===== config.mk =====
export PLATFORM = sky130hd
export DESIGN_NAME = gear_shift_sequencer
export DESIGN_NICKNAME = d
export VERILOG_FILES = /design/src/hdl/gss_pkg.sv /design/src/hdl/gear_shift_sequencer.sv /design/src/hdl/gss_classify.sv /design/src/hdl/gss_seq.sv
export SDC_FILE = /design/constraint.sdc
export NUM_CORES = 1
export LEC_CHECK = 0
export BUFFER_PORTS_ARGS = -buffer_cell sky130_fd_sc_hd__buf_4
export CORE_MARGIN = 2
export CORE_UTILIZATION = 32
export CTS_CLUSTER_SIZE = 16
export DETAILED_ROUTE_END_ITERATION = 10
export GPL_TIMING_DRIVEN = 0
export MAX_ROUTING_LAYER = met4
export SLEW_MARGIN = 0
export SYNTH_ARGS = -nofsm -noshare
export SYNTH_HDL_FRONTEND = slang
export SYNTH_SLANG_ARGS = --single-unit

===== constraint.sdc =====
create_clock -name clk -period 3.65 [get_ports clk]
set_input_delay 0.73 -clock clk [delete_from_list [all_inputs] [get_ports clk]]
set_output_delay 0.73 -clock clk [all_outputs]
set_load 0.02 [all_outputs]

===== src/hdl/gss_pkg.sv =====
// Shared types, constants and phase codes for the gear shift sequencer.
package gss_pkg;

    localparam int unsigned ADC_W     = 12;
    localparam int unsigned GEAR_W    = 3;
    localparam int unsigned TICK_W    = 16;
    localparam int unsigned TORQUE_W  = 8;
    localparam int unsigned NUM_GEARS = 5;
    localparam int unsigned CFG_IDX_W = 3;

    localparam logic [ADC_W:0] WINDOW_HALF = 13'd100;

    localparam logic [TICK_W-1:0] UP_ACTUATOR_TICKS   = 16'd50;
    localparam logic [TICK_W-1:0] UP_FINISH_TICKS     = 16'd200;
    localparam logic [TICK_W-1:0] DOWN_ACTUATOR_TICKS = 16'd50;
    localparam logic [TICK_W-1:0] DOWN_FINISH_TICKS   = 16'd200;
    localparam logic [TICK_W-1:0] OPEN_CLUTCH_TICKS   = 16'd100;
    localparam logic [TICK_W-1:0] TICK_MAX            = 16'hffff;

    localparam logic [GEAR_W-1:0] GEAR_NEUTRAL = 3'd0;
    localparam logic [GEAR_W-1:0] GEAR_FIRST   = 3'd1;
    localparam logic [GEAR_W-1:0] GEAR_TOP     = 3'd4;
    localparam logic [GEAR_W-1:0] GEAR_UNKNOWN = 3'd7;

    localparam logic [TORQUE_W-1:0] TORQUE_NORMAL = 8'd127;
    localparam logic [TORQUE_W-1:0] TORQUE_CUT    = 8'd255;
    localparam logic [TORQUE_W-1:0] TORQUE_MATCH  = 8'd0;

    localparam logic [ADC_W-1:0] NEUTRAL_CENTRE_RST = 12'd800;
    localparam logic [ADC_W-1:0] FIRST_CENTRE_RST   = 12'd1300;
    localparam logic [ADC_W-1:0] SECOND_CENTRE_RST  = 12'd1700;
    localparam logic [ADC_W-1:0] THIRD_CENTRE_RST   = 12'd2150;
    localparam logic [ADC_W-1:0] FOURTH_CENTRE_RST  = 12'd2550;

    typedef logic [NUM_GEARS-1:0][ADC_W-1:0] centres_t;

    typedef enum logic [CFG_IDX_W-1:0] {
        CFG_NEUTRAL = 3'd0,
        CFG_FIRST   = 3'd1,
        CFG_SECOND  = 3'd2,
        CFG_THIRD   = 3'd3,
        CFG_FOURTH  = 3'd4
    } cfg_index_t;

    typedef enum logic [3:0] {
        PH_IDLE       = 4'd0,
        PH_UP_START   = 4'd1,
        PH_UP_NEUTRAL = 4'd2,
        PH_UP_CUT     = 4'd3,
        PH_UP_FINISH  = 4'd4,
        PH_DN_START   = 4'd5,
        PH_DN_NEUTRAL = 4'd6,
        PH_DN_MATCH   = 4'd7,
        PH_DN_FINISH  = 4'd8,
        PH_OL_CLUTCH  = 4'd9,
        PH_OL_FINISH  = 4'd10
    } phase_t;

    typedef struct packed {
        logic [GEAR_W-1:0] gear;
        logic              up_req;
        logic              down_req;
    } gss_tick_t;

    typedef struct packed {
        logic [TICK_W-1:0]   last_down_time;
        logic [TICK_W-1:0]   last_up_time;
        logic                idle;
        logic [GEAR_W-1:0]   gear_now;
        logic [TORQUE_W-1:0] cut_level;
        logic                clutch_drive;
        logic                cut_drive;
        logic                down_drive;
        logic                up_drive;
    } gss_result_t;

endpackage


===== src/hdl/gear_shift_sequencer.sv =====
// Top level of the gear shift sequencer: input, classification and result stages.
// A tick item passes the input and classification registers before its result appears.
// Throughput: one tick item per cycle unless m_tready stalls; the sequencer steps once
// as each item moves from the classification register into the result register.
// Reset (rst_n, asynchronous): pipeline empty, window centres at their defaults,
// sequencer idle with gear unknown, outputs released and torque level normal.
module gear_shift_sequencer
    import gss_pkg::*;
(
    input  logic                 clk,
    input  logic                 rst_n,
    input  logic                 s_tvalid,
    output logic                 s_tready,
    input  logic [15:0]          s_tdata,   // gear_adc[11:0], up_request, down_request
    output logic                 m_tvalid,
    input  logic                 m_tready,
    output logic [47:0]          m_tdata,   // up_drive, down_drive, cut_drive,
                                            // clutch_drive, cut_level[7:0],
                                            // gear_now[2:0], idle,
                                            // last_up_time[15:0], last_down_time[15:0]
    input  logic                 cfg_we,
    input  logic [CFG_IDX_W-1:0] cfg_index,
    input  logic [ADC_W-1:0]     cfg_data
);

    centres_t          centres_reg;
    logic              in_valid_reg;
    logic [ADC_W-1:0]  adc_reg;
    logic              in_up_reg;
    logic              in_down_reg;
    logic              cls_valid_reg;
    gss_tick_t         cls_reg;
    logic              out_valid_reg;
    logic [GEAR_W-1:0] gear;
    logic              out_free;
    logic              adv_cls;
    logic              cls_free;
    logic              adv_in;
    gss_result_t       result;

    assign out_free = !out_valid_reg || m_tready;
    assign adv_cls  = cls_valid_reg && out_free;
    assign cls_free = !cls_valid_reg || adv_cls;
    assign adv_in   = in_valid_reg && cls_free;
    assign s_tready = !in_valid_reg || adv_in;

    always_ff @(posedge clk or negedge rst_n)
    begin
        if (!rst_n)
        begin
            centres_reg[CFG_NEUTRAL] <= NEUTRAL_CENTRE_RST;
            centres_reg[CFG_FIRST]   <= FIRST_CENTRE_RST;
            centres_reg[CFG_SECOND]  <= SECOND_CENTRE_RST;
            centres_reg[CFG_THIRD]   <= THIRD_CENTRE_RST;
            centres_reg[CFG_FOURTH]  <= FOURTH_CENTRE_RST;
        end
        else if (cfg_we)
        begin
            case (cfg_index)
                CFG_NEUTRAL: centres_reg[CFG_NEUTRAL] <= cfg_data;
                CFG_FIRST:   centres_reg[CFG_FIRST]   <= cfg_data;
                CFG_SECOND:  centres_reg[CFG_SECOND]  <= cfg_data;
                CFG_THIRD:   centres_reg[CFG_THIRD]   <= cfg_data;
                CFG_FOURTH:  centres_reg[CFG_FOURTH]  <= cfg_data;
                default:
                begin
                end
            endcase
        end
    end

    always_ff @(posedge clk or negedge rst_n)
    begin
        if (!rst_n)
        begin
            in_valid_reg  <= 1'b0;
            cls_valid_reg <= 1'b0;
            out_valid_reg <= 1'b0;
        end
        else
        begin
            if (s_tready)
            begin
                in_valid_reg <= s_tvalid;
            end
            if (cls_free)
            begin
                cls_valid_reg <= in_valid_reg;
            end
            if (out_free)
            begin
                out_valid_reg <= cls_valid_reg;
            end
        end
    end

    always_ff @(posedge clk)
    begin
        if (s_tready && s_tvalid)
        begin
            adc_reg     <= s_tdata[11:0];
            in_up_reg   <= s_tdata[12];
            in_down_reg <= s_tdata[13];
        end
        if (adv_in)
        begin
            cls_reg.gear     <= gear;
            cls_reg.up_req   <= in_up_reg;
            cls_reg.down_req <= in_down_reg;
        end
    end

    gss_classify u_classify (
        .adc     (adc_reg),
        .centres (centres_reg),
        .gear    (gear)
    );

    gss_seq u_seq (
        .clk    (clk),
        .rst_n  (rst_n),
        .step   (adv_cls),
        .tick   (cls_reg),
        .result (result)
    );

    assign m_tvalid = out_valid_reg;
    assign m_tdata  = {result.last_down_time, result.last_up_time, result.idle,
                       result.gear_now, result.cut_level, result.clutch_drive,
                       result.cut_drive, result.down_drive, result.up_drive};

endmodule


===== src/hdl/gss_classify.sv =====
// Gear window classifier: maps one position sample to a gear code.
module gss_classify
    import gss_pkg::*;
(
    input  logic [ADC_W-1:0]  adc,
    input  centres_t          centres,
    output logic [GEAR_W-1:0] gear
);

    logic [NUM_GEARS-1:0] hit;

    always_comb
    begin
        for (int g = 0; g < NUM_GEARS; g++)
        begin
            hit[g] = (({1'b0, adc} + WINDOW_HALF) >= {1'b0, centres[g]}) &&
                     ({1'b0, adc} <= ({1'b0, centres[g]} + WINDOW_HALF));
        end
    end

    // The lowest matching gear wins.
    always_comb
    begin
        gear = GEAR_UNKNOWN;
        for (int g = NUM_GEARS - 1; g >= 0; g--)
        begin
            if (hit[g])
            begin
                gear = GEAR_W'(g);
            end
        end
    end

endmodule


===== src/hdl/gss_seq.sv =====
// Shift sequencer: phase state machine, tick counters and result register.
module gss_seq
    import gss_pkg::*;
(
    input  logic        clk,
    input  logic        rst_n,
    input  logic        step,
    input  gss_tick_t   tick,
    output gss_result_t result
);

    phase_t              phase_reg, phase_next;
    logic [GEAR_W-1:0]   gear_reg, gear_next;
    logic [GEAR_W-1:0]   origin_reg, origin_next;
    logic [TICK_W-1:0]   phase_ticks_reg, phase_ticks_next;
    logic [TICK_W-1:0]   shift_ticks_reg, shift_ticks_next;
    logic [TICK_W-1:0]   up_dur_reg, up_dur_next;
    logic [TICK_W-1:0]   down_dur_reg, down_dur_next;
    logic                up_pin_reg, up_pin_next;
    logic                down_pin_reg, down_pin_next;
    logic                cut_pin_reg, cut_pin_next;
    logic                clutch_drv_reg, clutch_drv_next;
    logic [TORQUE_W-1:0] torque_reg, torque_next;

    always_ff @(posedge clk or negedge rst_n)
    begin
        if (!rst_n)
        begin
            phase_reg       <= PH_IDLE;
            gear_reg        <= GEAR_UNKNOWN;
            origin_reg      <= GEAR_UNKNOWN;
            phase_ticks_reg <= '0;
            shift_ticks_reg <= '0;
            up_dur_reg      <= '0;
            down_dur_reg    <= '0;
            up_pin_reg      <= 1'b0;
            down_pin_reg    <= 1'b0;
            cut_pin_reg     <= 1'b0;
            clutch_drv_reg  <= 1'b0;
            torque_reg      <= TORQUE_NORMAL;
        end
        else if (step)
        begin
            phase_reg       <= phase_next;
            gear_reg        <= gear_next;
            origin_reg      <= origin_next;
            phase_ticks_reg <= phase_ticks_next;
            shift_ticks_reg <= shift_ticks_next;
            up_dur_reg      <= up_dur_next;
            down_dur_reg    <= down_dur_next;
            up_pin_reg      <= up_pin_next;
            down_pin_reg    <= down_pin_next;
            cut_pin_reg     <= cut_pin_next;
            clutch_drv_reg  <= clutch_drv_next;
            torque_reg      <= torque_next;
        end
    end

    always_comb
    begin
        phase_t            ph;
        logic [TICK_W-1:0] pt;
        logic [GEAR_W:0]   gear_x;
        logic [GEAR_W:0]   origin_x;

        pt = (phase_ticks_reg == TICK_MAX) ? TICK_MAX : phase_ticks_reg + 16'd1;
        shift_ticks_next = (shift_ticks_reg == TICK_MAX) ? TICK_MAX
                                                         : shift_ticks_reg + 16'd1;
        gear_next        = tick.gear;
        origin_next      = origin_reg;
        up_dur_next      = up_dur_reg;
        down_dur_next    = down_dur_reg;
        up_pin_next      = up_pin_reg;
        down_pin_next    = down_pin_reg;
        cut_pin_next     = cut_pin_reg;
        clutch_drv_next  = clutch_drv_reg;
        torque_next      = torque_reg;
        phase_ticks_next = pt;

        ph = phase_reg;
        if (phase_reg == PH_IDLE)
        begin
            if (tick.up_req)
            begin
                ph = PH_UP_START;
            end
            else if (tick.down_req)
            begin
                ph = PH_DN_START;
            end
        end
        phase_next = ph;

        gear_x   = {1'b0, tick.gear};
        origin_x = {1'b0, origin_reg};

        case (ph)
            PH_IDLE:
            begin
            end
            PH_UP_START:
            begin
                origin_next      = tick.gear;
                shift_ticks_next = '0;
                phase_ticks_next = '0;
                if (tick.gear == GEAR_TOP)
                begin
                    phase_next = PH_IDLE;
                end
                else
                begin
                    up_pin_next = 1'b1;
                    phase_next  = (tick.gear == GEAR_NEUTRAL) ? PH_UP_NEUTRAL : PH_UP_CUT;
                end
            end
            PH_UP_NEUTRAL:
            begin
                if (tick.gear == GEAR_FIRST || pt >= UP_FINISH_TICKS)
                begin
                    up_pin_next      = 1'b0;
                    phase_next       = PH_IDLE;
                    phase_ticks_next = '0;
                end
            end
            PH_UP_CUT:
            begin
                if (pt >= UP_ACTUATOR_TICKS || tick.gear == GEAR_UNKNOWN)
                begin
                    cut_pin_next     = 1'b1;
                    torque_next      = TORQUE_CUT;
                    phase_next       = PH_UP_FINISH;
                    phase_ticks_next = '0;
                end
            end
            PH_UP_FINISH:
            begin
                if (gear_x == origin_x + 4'd1 || pt >= UP_FINISH_TICKS)
                begin
                    cut_pin_next     = 1'b0;
                    up_pin_next      = 1'b0;
                    torque_next      = TORQUE_NORMAL;
                    up_dur_next      = shift_ticks_next;
                    phase_next       = PH_IDLE;
                    phase_ticks_next = '0;
                end
            end
            PH_DN_START:
            begin
                origin_next      = tick.gear;
                shift_ticks_next = '0;
                phase_ticks_next = '0;
                if (tick.gear > GEAR_TOP)
                begin
                    down_pin_next = 1'b1;
                    phase_next    = PH_OL_CLUTCH;
                end
                else if (tick.gear == GEAR_NEUTRAL)
                begin
                    phase_next = PH_IDLE;
                end
                else
                begin
                    down_pin_next = 1'b1;
                    phase_next    = (tick.gear == GEAR_FIRST) ? PH_DN_NEUTRAL : PH_DN_MATCH;
                end
            end
            PH_DN_NEUTRAL:
            begin
                if (tick.gear == GEAR_NEUTRAL || pt >= DOWN_FINISH_TICKS)
                begin
                    down_pin_next    = 1'b0;
                    down_dur_next    = shift_ticks_next;
                    phase_next       = PH_IDLE;
                    phase_ticks_next = '0;
                end
            end
            PH_DN_MATCH:
            begin
                if (pt >= DOWN_ACTUATOR_TICKS || tick.gear == GEAR_UNKNOWN)
                begin
                    clutch_drv_next  = 1'b1;
                    torque_next      = TORQUE_MATCH;
                    phase_next       = PH_DN_FINISH;
                    phase_ticks_next = '0;
                end
            end
            PH_DN_FINISH:
            begin
                if ((origin_reg != GEAR_NEUTRAL && gear_x == origin_x - 4'd1) ||
                    pt >= DOWN_FINISH_TICKS)
                begin
                    clutch_drv_next  = 1'b0;
                    down_pin_next    = 1'b0;
                    torque_next      = TORQUE_NORMAL;
                    down_dur_next    = shift_ticks_next;
                    phase_next       = PH_IDLE;
                    phase_ticks_next = '0;
                end
            end
            PH_OL_CLUTCH:
            begin
                if (pt >= DOWN_ACTUATOR_TICKS)
                begin
                    clutch_drv_next  = 1'b1;
                    torque_next      = TORQUE_MATCH;
                    phase_next       = PH_OL_FINISH;
                    phase_ticks_next = '0;
                end
            end
            PH_OL_FINISH:
            begin
                if (pt >= OPEN_CLUTCH_TICKS)
                begin
                    clutch_drv_next  = 1'b0;
                    down_pin_next    = 1'b0;
                    torque_next      = TORQUE_NORMAL;
                    down_dur_next    = shift_ticks_next;
                    phase_next       = PH_IDLE;
                    phase_ticks_next = '0;
                end
            end
            default:
            begin
                phase_next = PH_IDLE;
            end
        endcase
    end

    always_comb
    begin
        result.up_drive       = up_pin_reg;
        result.down_drive     = down_pin_reg;
        result.cut_drive      = cut_pin_reg;
        result.clutch_drive   = clutch_drv_reg;
        result.cut_level      = torque_reg;
        result.gear_now       = gear_reg;
        result.idle           = (phase_reg == PH_IDLE);
        result.last_up_time   = up_dur_reg;
        result.last_down_time = down_dur_reg;
    end

endmodule

== Word level (Yosys, flattened, before mapping) ==
Index checks and enable logic that the tools add are counted.

* Add/sub/neg operators: 10
* Magnitude comparators: 14
* Equality and inequality tests: 31
* Mux-type cells: 57
* Reductions and logical operators: 48

{| class="wikitable"
|+ Operators with widths
! cell !! count
|-
| 2-to-1 mux 16 bit || 13
|-
| case mux 16 bit (8 select lines) || 1
|-
| adder 12 x 7 -> 13 bit, second input constant || 6
|-
| >= comparator 13 x 12 -> 1 bit || 5
|-
| <= comparator 12 x 13 -> 1 bit || 5
|-
| 2-to-1 mux 4 bit || 14
|-
| 2-to-1 mux 8 bit || 6
|-
| case mux 16 bit (3 select lines) || 1
|-
| case mux 8 bit (6 select lines) || 1
|-
| case mux 4 bit (11 select lines) || 1
|-
| adder 16 x 1 -> 16 bit, second input constant || 2
|-
| equality test 16 bit, second input constant || 2
|-
| equality test 4 x 3 -> 1 bit, second input constant || 4
|-
| >= comparator 16 x 6 -> 1 bit, second input constant || 1
|-
| >= comparator 16 x 7 -> 1 bit, second input constant || 1
|-
| >= comparator 16 x 8 -> 1 bit, second input constant || 1
|-
| inequality test 2 x 1 -> 1 bit, second input constant || 8
|-
| 2-to-1 mux 1 bit || 13
|-
| equality test 4 bit, second input constant || 3
|-
| AND reduction 2 bit || 6
|-
| AND reduction 6 bit || 2
|-
| AND reduction 5 bit || 2
|-
| equality test 3 bit, second input constant || 3
|-
| logical AND 1 bit || 9
|-
| other kinds (27) || 50
|}

* Register bits after elaboration: 168
* Input bits: 36
* Output and inout bits: 50
* Logic and storage cells: 188

== Depth between registers and ports, before layout ==
* Word-level depth: 7
* Depth in mapped cells: 14
* Depth with buffers taken out: 14

== Hierarchy ==
A second synthesis with hierarchy kept.

* Cells, all modules: 1160
* Area total of the unflattened synthesis: 11715.0 µm²

{| class="wikitable"
|+ Modules (own cells, without submodules)
! module !! instances !! cells each !! area an instance (µm²) !! seq. area each (µm²)
|-
| gss_seq || 1 || 524 || 4996.0 || 2010.7
|-
| gss_classify || 1 || 475 || 3622.2 || 0.0
|-
| gear_shift_sequencer || 1 || 161 || 3096.7 || 2178.3
|}

== Worst setup path after synthesis ==
OpenSTA, ideal clock, no wires.

* Path type: register to register
* From: register adc_reg[2]
* To: register cls_reg[3] (netlist name) (data pin)
* Library setup time: 167 ps
* Arrival: 2876 ps
* Required time: 3483 ps
* Setup slack: 607 ps
* Cell stages (with the launch flop): 13
* Buffers on the path: 0
* Period minus slack after synthesis: 3043 ps
* Path through: edfxtp_1 -> ha_1 -> a21oi_1 -> nand2b_1 -> nand2_1 -> xnor2_1 -> ha_1 -> or4_1 -> a21oi_1 -> o21ai_0 -> a2111oi_0 -> nor3_1 -> a211oi_1

* Cells in the longest elaborated chain, start to end: 6
* Elaborated cells on any way between the ends: 20
* Those cells by class: 1 x add/sub; 10 x order compare; 3 x mux; 6 x reduce/logical

{| class="wikitable"
|+ Ends and longest elaborated chain
! element !! line !! source
|-
| start: declaration || gear_shift_sequencer.sv:28 || <nowiki>logic [ADC_W-1:0] adc_reg;</nowiki>
|-
| start signal: assignment || gear_shift_sequencer.sv:101 || <nowiki>adc_reg <= s_tdata[11:0];</nowiki>
|-
| adder 12 x 7 -> 13 bit || gss_classify.sv:16 || <nowiki>hit[g] = (({1'b0, adc} + WINDOW_HALF) >= {1'b0, centres[g]}) &&</nowiki>
|-
| >= comparator 13 x 12 -> 1 bit || gss_classify.sv:16 ||
|-
| logical AND 1 bit || gss_classify.sv:16 ||
|-
| 2-to-1 mux 2 bit (3 in a row) || gss_classify.sv:27 || <nowiki>if (hit[g])</nowiki>
|-
| end: declaration || gear_shift_sequencer.sv:32 || <nowiki>gss_tick_t cls_reg;</nowiki>
|}

Parallel ways exist; a longest one is shown, timed or not.
A chain may end at the register's enable or synchronous reset.

== Worst setup path after layout ==
* From: register adc_reg[5]
* To: register cls_reg[4] (netlist name) (data pin)

* Cells in the longest elaborated chain, start to end: 4
* Elaborated cells on any way between the ends: 14
* Those cells by class: 1 x add/sub; 8 x order compare; 5 x reduce/logical

{| class="wikitable"
|+ Ends and longest elaborated chain
! element !! line
|-
| adder 12 x 7 -> 13 bit || gss_classify.sv:16
|-
| >= comparator 13 x 12 -> 1 bit || gss_classify.sv:16
|-
| logical AND 1 bit || gss_classify.sv:16
|-
| OR reduction 4 bit (no source line) (*) || n/a
|}

Every way passes the cells marked *; elsewhere a longest branch is shown, timed or not.

==> summary by stage <==
Timing
Setup slack on the critical path of the routed design comes to 0.121 ns. The final hold violation count is 0. The count of final max-slew check failures is 0. The largest clock skew in the final design is 0.0146 ns. The setup-violating endpoint count in the final report is 0. Subtracting the final worst setup slack from the clock period gives 3.53 ns. The worst pin sits at a relative slew slack of 0.277. Setup repair after global routing left no endpoint under its margin. Of the available clock period, the critical path in the final layout requires 0.967.

The slew at the pin closest to its max-slew limit is 1.08 ns. For this run, the top clock speed supported by timing is 283 MHz.

Routing
The first detailed-routing pass ran for 7 iterations. The number of design rule violations left after detail routing is 0. The via density per instance is 5.27. The routed layout has 9,630 vias. The antenna violation net count after detailed routing is 0. The violation count after the first detailed-routing iteration is 582. In the final routed layout, each cell accounts on average for 17.8 um. Summed over all layers, the routed wires come to 32,500 um.

Global routing
The via count of the first global-routing pass is 9,548. The pin count of the biggest net entering global routing is 80. The initial antenna violation count was 0. The total congestion overflow after global routing is 0. The wire length of the first global-routing pass is 51,900 um. The overall fraction of global-route tracks in use is 0.186.

Synthesis
In the synthesized netlist, the number of instances is 1,241. The complex-gate fraction of the synthesized area is 0.171. Counting distinct cell types in the post-synthesis netlist gives 80. The post-synthesis net count is 1,401. Summing every instance area after synthesis gives 0.0114 sq mm. The multiplexer fraction of the synthesized cell area is 0.0405. Of the total synthesized cell area, the portion taken by AND, OR, NAND and NOR gates is 0.180. The mean instance size in the synthesized netlist is 9.16 sq um. By area, the combinational part of the netlist is dominated by simple AND/OR/NAND/NOR gates. The proportion of synthesized flip-flops having asynchronous set or reset is 0.883. Counting flops and latches in the post-synthesis netlist gives 162. The synthesized design contains 19 enable-type register cells.

Yosys printed 0 warnings. In the synthesized netlist the dominant register cell turns out to be sky130_fd_sc_hd__dfrtp_1. The adder and majority cell fraction of the synthesized area is 0.137. The synthesized-area fraction occupied by xor and xnor cells is 0.0478. Of the synthesized area, sequential elements account for 0.369.

Die
From bottom edge to top edge, the die measures 192 um. From left edge to right edge, the die measures 192 um. The die area is 0.0370 sq mm.

The total area inside the core boundary comes to 0.0353 sq mm. During I/O placement, the number of pins put on the boundary was 86. After floorplanning, the core was divided into 69 placement rows. The starting utilization of the core area is 0.322.

Power
VDD sags by at most 0.000366 V. The share of total power in combinational logic is 0.354. The portion of total power attributed to sequential cells is 0.373. Summed over all cells, the static leakage comes to 0.00587 uW. The proportion of power drawn by the clock network is 0.273. Of the total power, the share spent switching nets is 0.380. The internal portion of the total power is 4030 uW. The ratio of total power to cell area is 489 mW/mm^2.

The analysis attributes to net switching a power of 2470 uW.

CTS
CTS built an H-tree with a depth of 4. In this run, CTS created clock tree buffers numbering 17. After clock tree synthesis, the clock-pin slew on the worst setup and hold paths is 0.08 ns.

The root cell of the clock tree is sky130_fd_sc_hd__clkbuf_16. The maximum root-to-sink buffer count is 2. The later-pin clock latency in the skew report is 0.46 ns. The clock drives 162 sinks. TritonCTS built the clock tree.

Setup path
For the worst setup path, the data required time is 3.90 ns. The launching element type of the critical path is a register. The category of the critical setup timing path is reg -> reg. The maximum net fanout on the critical path is 8. The worst setup path is captured at a register. The critical path data arrival time is 3.77 ns.

Placement
The pre-CTS setup slack is -0.586 ns. The final HPWL from detailed placement is 23,600 um. The final weighted congestion in routability-driven placement is 0.900. Port buffering added 83 buffers.

Worst hold path
In this run the worst hold path is classified as in -> async.

Run
Across the run, the number of max-cap violations was 0.

Cells and area
In the final layout, the multi-input gates occupy 0.00663 sq mm. The layout has 3,571 filler cells. The fraction of the core area covered by cells at the end of the flow is 0.377.

The layout cell share with drive strength beyond 1 is 0.176. The number of flip-flops in the largest register is 60. The number of antenna diodes in the final layout is 0. The final layout contains 1,513 nets. Summing all flip-flop and latch instances after layout gives 0.00419 sq mm. From synthesis to final layout, the design area changed by 17.1%.

Run status
The flow ran to the end, and the final reports show no timing, DRC or antenna violations.
-- worst max-delay path, stage by stage, from the launching register on --
cell and delay (ns):
sky130_fd_sc_hd__edfxtp_1 0.77, sky130_fd_sc_hd__nor2_1 0.11, sky130_fd_sc_hd__nand2_1 0.10, sky130_fd_sc_hd__and2_1 0.17, sky130_fd_sc_hd__nand2_1 0.14, sky130_fd_sc_hd__xnor2_4 0.39
sky130_fd_sc_hd__ha_1 0.33, sky130_fd_sc_hd__a21o_1 0.18, sky130_fd_sc_hd__a21oi_1 0.14, sky130_fd_sc_hd__nor2b_1 0.06, sky130_fd_sc_hd__a2111o_1 0.38, sky130_fd_sc_hd__o211ai_1 0.20
sky130_fd_sc_hd__nor4b_1 0.35
-- cell usage in the layout (no fill, tap or decap), types with 12 or more instances in the layout --
cell / n
sky130_fd_sc_hd__dfstp_2: 32
sky130_fd_sc_hd__and3_1: 12
sky130_fd_sc_hd__nand4_1: 30
sky130_fd_sc_hd__nor2_1: 82
sky130_fd_sc_hd__mux2_2: 26
sky130_fd_sc_hd__a21oi_1: 62
sky130_fd_sc_hd__nor3_1: 19
sky130_fd_sc_hd__clkbuf_1: 29
sky130_fd_sc_hd__nand2_1: 130
sky130_fd_sc_hd__o21ai_0: 98
sky130_fd_sc_hd__clkbuf_16: 17
sky130_fd_sc_hd__xnor2_1: 49
sky130_fd_sc_hd__dfrtp_1: 111
sky130_fd_sc_hd__nand2b_1: 21
sky130_fd_sc_hd__a21o_1: 16
sky130_fd_sc_hd__edfxtp_1: 19
sky130_fd_sc_hd__buf_4: 103
sky130_fd_sc_hd__ha_1: 124
sky130_fd_sc_hd__nand3_1: 41
sky130_fd_sc_hd__nor2b_1: 15
sky130_fd_sc_hd__a31oi_1: 29
sky130_fd_sc_hd__inv_1: 84
-- path summary, 6_finish.rpt --
| kind | end | cells after the start | slack, ns | startpoint |
|---|---|---|---|---|
| max in group asynchronous | centres_reg[29] | 2 | 2.52 | rst_n |
| setup reg to reg | cls_reg[4] | 12 | 0.12 | adc_reg[5] |
| setup / recovery | cls_reg[4] | 12 | 0.12 | adc_reg[5] |
| min in group clk | cls_reg[1] | 0 | 0.42 | in_up_reg |
| hold reg to reg | cls_reg[1] | 0 | 0.42 | in_up_reg |
| hold / removal | u_seq.up_pin_reg | 1 | 0.27 | rst_n |
-- metal layers --
layer | wire length, um | GRT usage | share of wire | vias to the layer above
met5 | 0 | - | 0 | -
met4 | 739 | 0.0570 | 0.023 | 0
met3 | 1130 | 0.0235 | 0.035 | 51
met2 | 16200 | 0.321 | 0.50 | 219
met1 | 14400 | 0.227 | 0.44 | 4667
li1 | - | - | - | 4693
-- through the flow --
step           power, uW  hold WS, ns  std cells  instance area (sq um)  TNS [ns]
4_1_cts             6520        0.302       1822                  13200         0
2_1_floorplan       4020        0.400       1241                  11400         0
3_5_place_dp        4700        0.405       1786                  12600     -1.45
3_3_place_gp        4630        0.403       1785                  12600     -1.34
6_report            6500        0.270       1826                  13300         0
5_1_grt             6980        0.326       1826                  13300         0
-- power by group through the flow --
| stage | logic [uW] | registers, uW | clock network (uW) |
|---|---|---|---|
| after detailed placement | 2240 | 2460 | 0 |
| after global routing | 2630 | 2470 | 1890 |
| after floorplan | 1650 | 2370 | 0 |
| after CTS | 2280 | 2420 | 1810 |
| after global placement | 2180 | 2450 | 0 |
| final | 2300 | 2430 | 1780 |
-- what timing repair did --
action,CTS,global route
gates resized for setup,8,4
hold buffers,0,0
setup endpoints to repair,3,3
setup buffers,5,4
-- cells by family after synthesis --
group | after synthesis
multiplexers | 42
buffers and inverters | 142
adder cells (fa/ha/maj) | 124
AND/OR/NAND/NOR | 408
flip-flops | 162
AO/OA/AOI/OAI | 301
XOR/XNOR | 62
-- cell type report --
cell class                      instances  share of cell area
Inverter                               84              0.0237
Clock inverter                         14              0.0102
Timing Repair Buffer                   93              0.0542
Clock buffer                           17              0.0320
Buffer                                 58              0.0239
Tap cell                              461              0.0433
Sequential cell                       162               0.315
Multi-Input combinational cell        937               0.498
-- Yosys cell counts (all sizes together) (4+ instances only) --
cell type,n,area (sq um)
nand3b,4,30.0
a21oi,63,315
and4,6,52.6
o211ai,9,67.6
dfstp,32,841
ha,124,1550
nor4,10,77.6
nand2,130,488
dfrtp,111,2780
xnor2,52,455
a211oi,12,100
buf,26,194
o21ai,100,508
clkbuf,32,124
nand4,31,209
and3,12,75.1
and2,11,68.8
nor2b,15,93.8
nor3,21,115
or3,6,37.5
mux2i,10,100
o22ai,4,25.0
nand3,42,215
nor2,83,319
or2,4,25.0
a21o,16,120
a31oi,30,188
a311oi,9,91.3
xor2,10,87.6
a2111oi,5,43.8
o21a,10,75.1
edfxtp,19,571
a22o,9,78.8
inv,84,315
mux2,32,360
nand2b,21,131
Power figures use the tool's default switching activity.
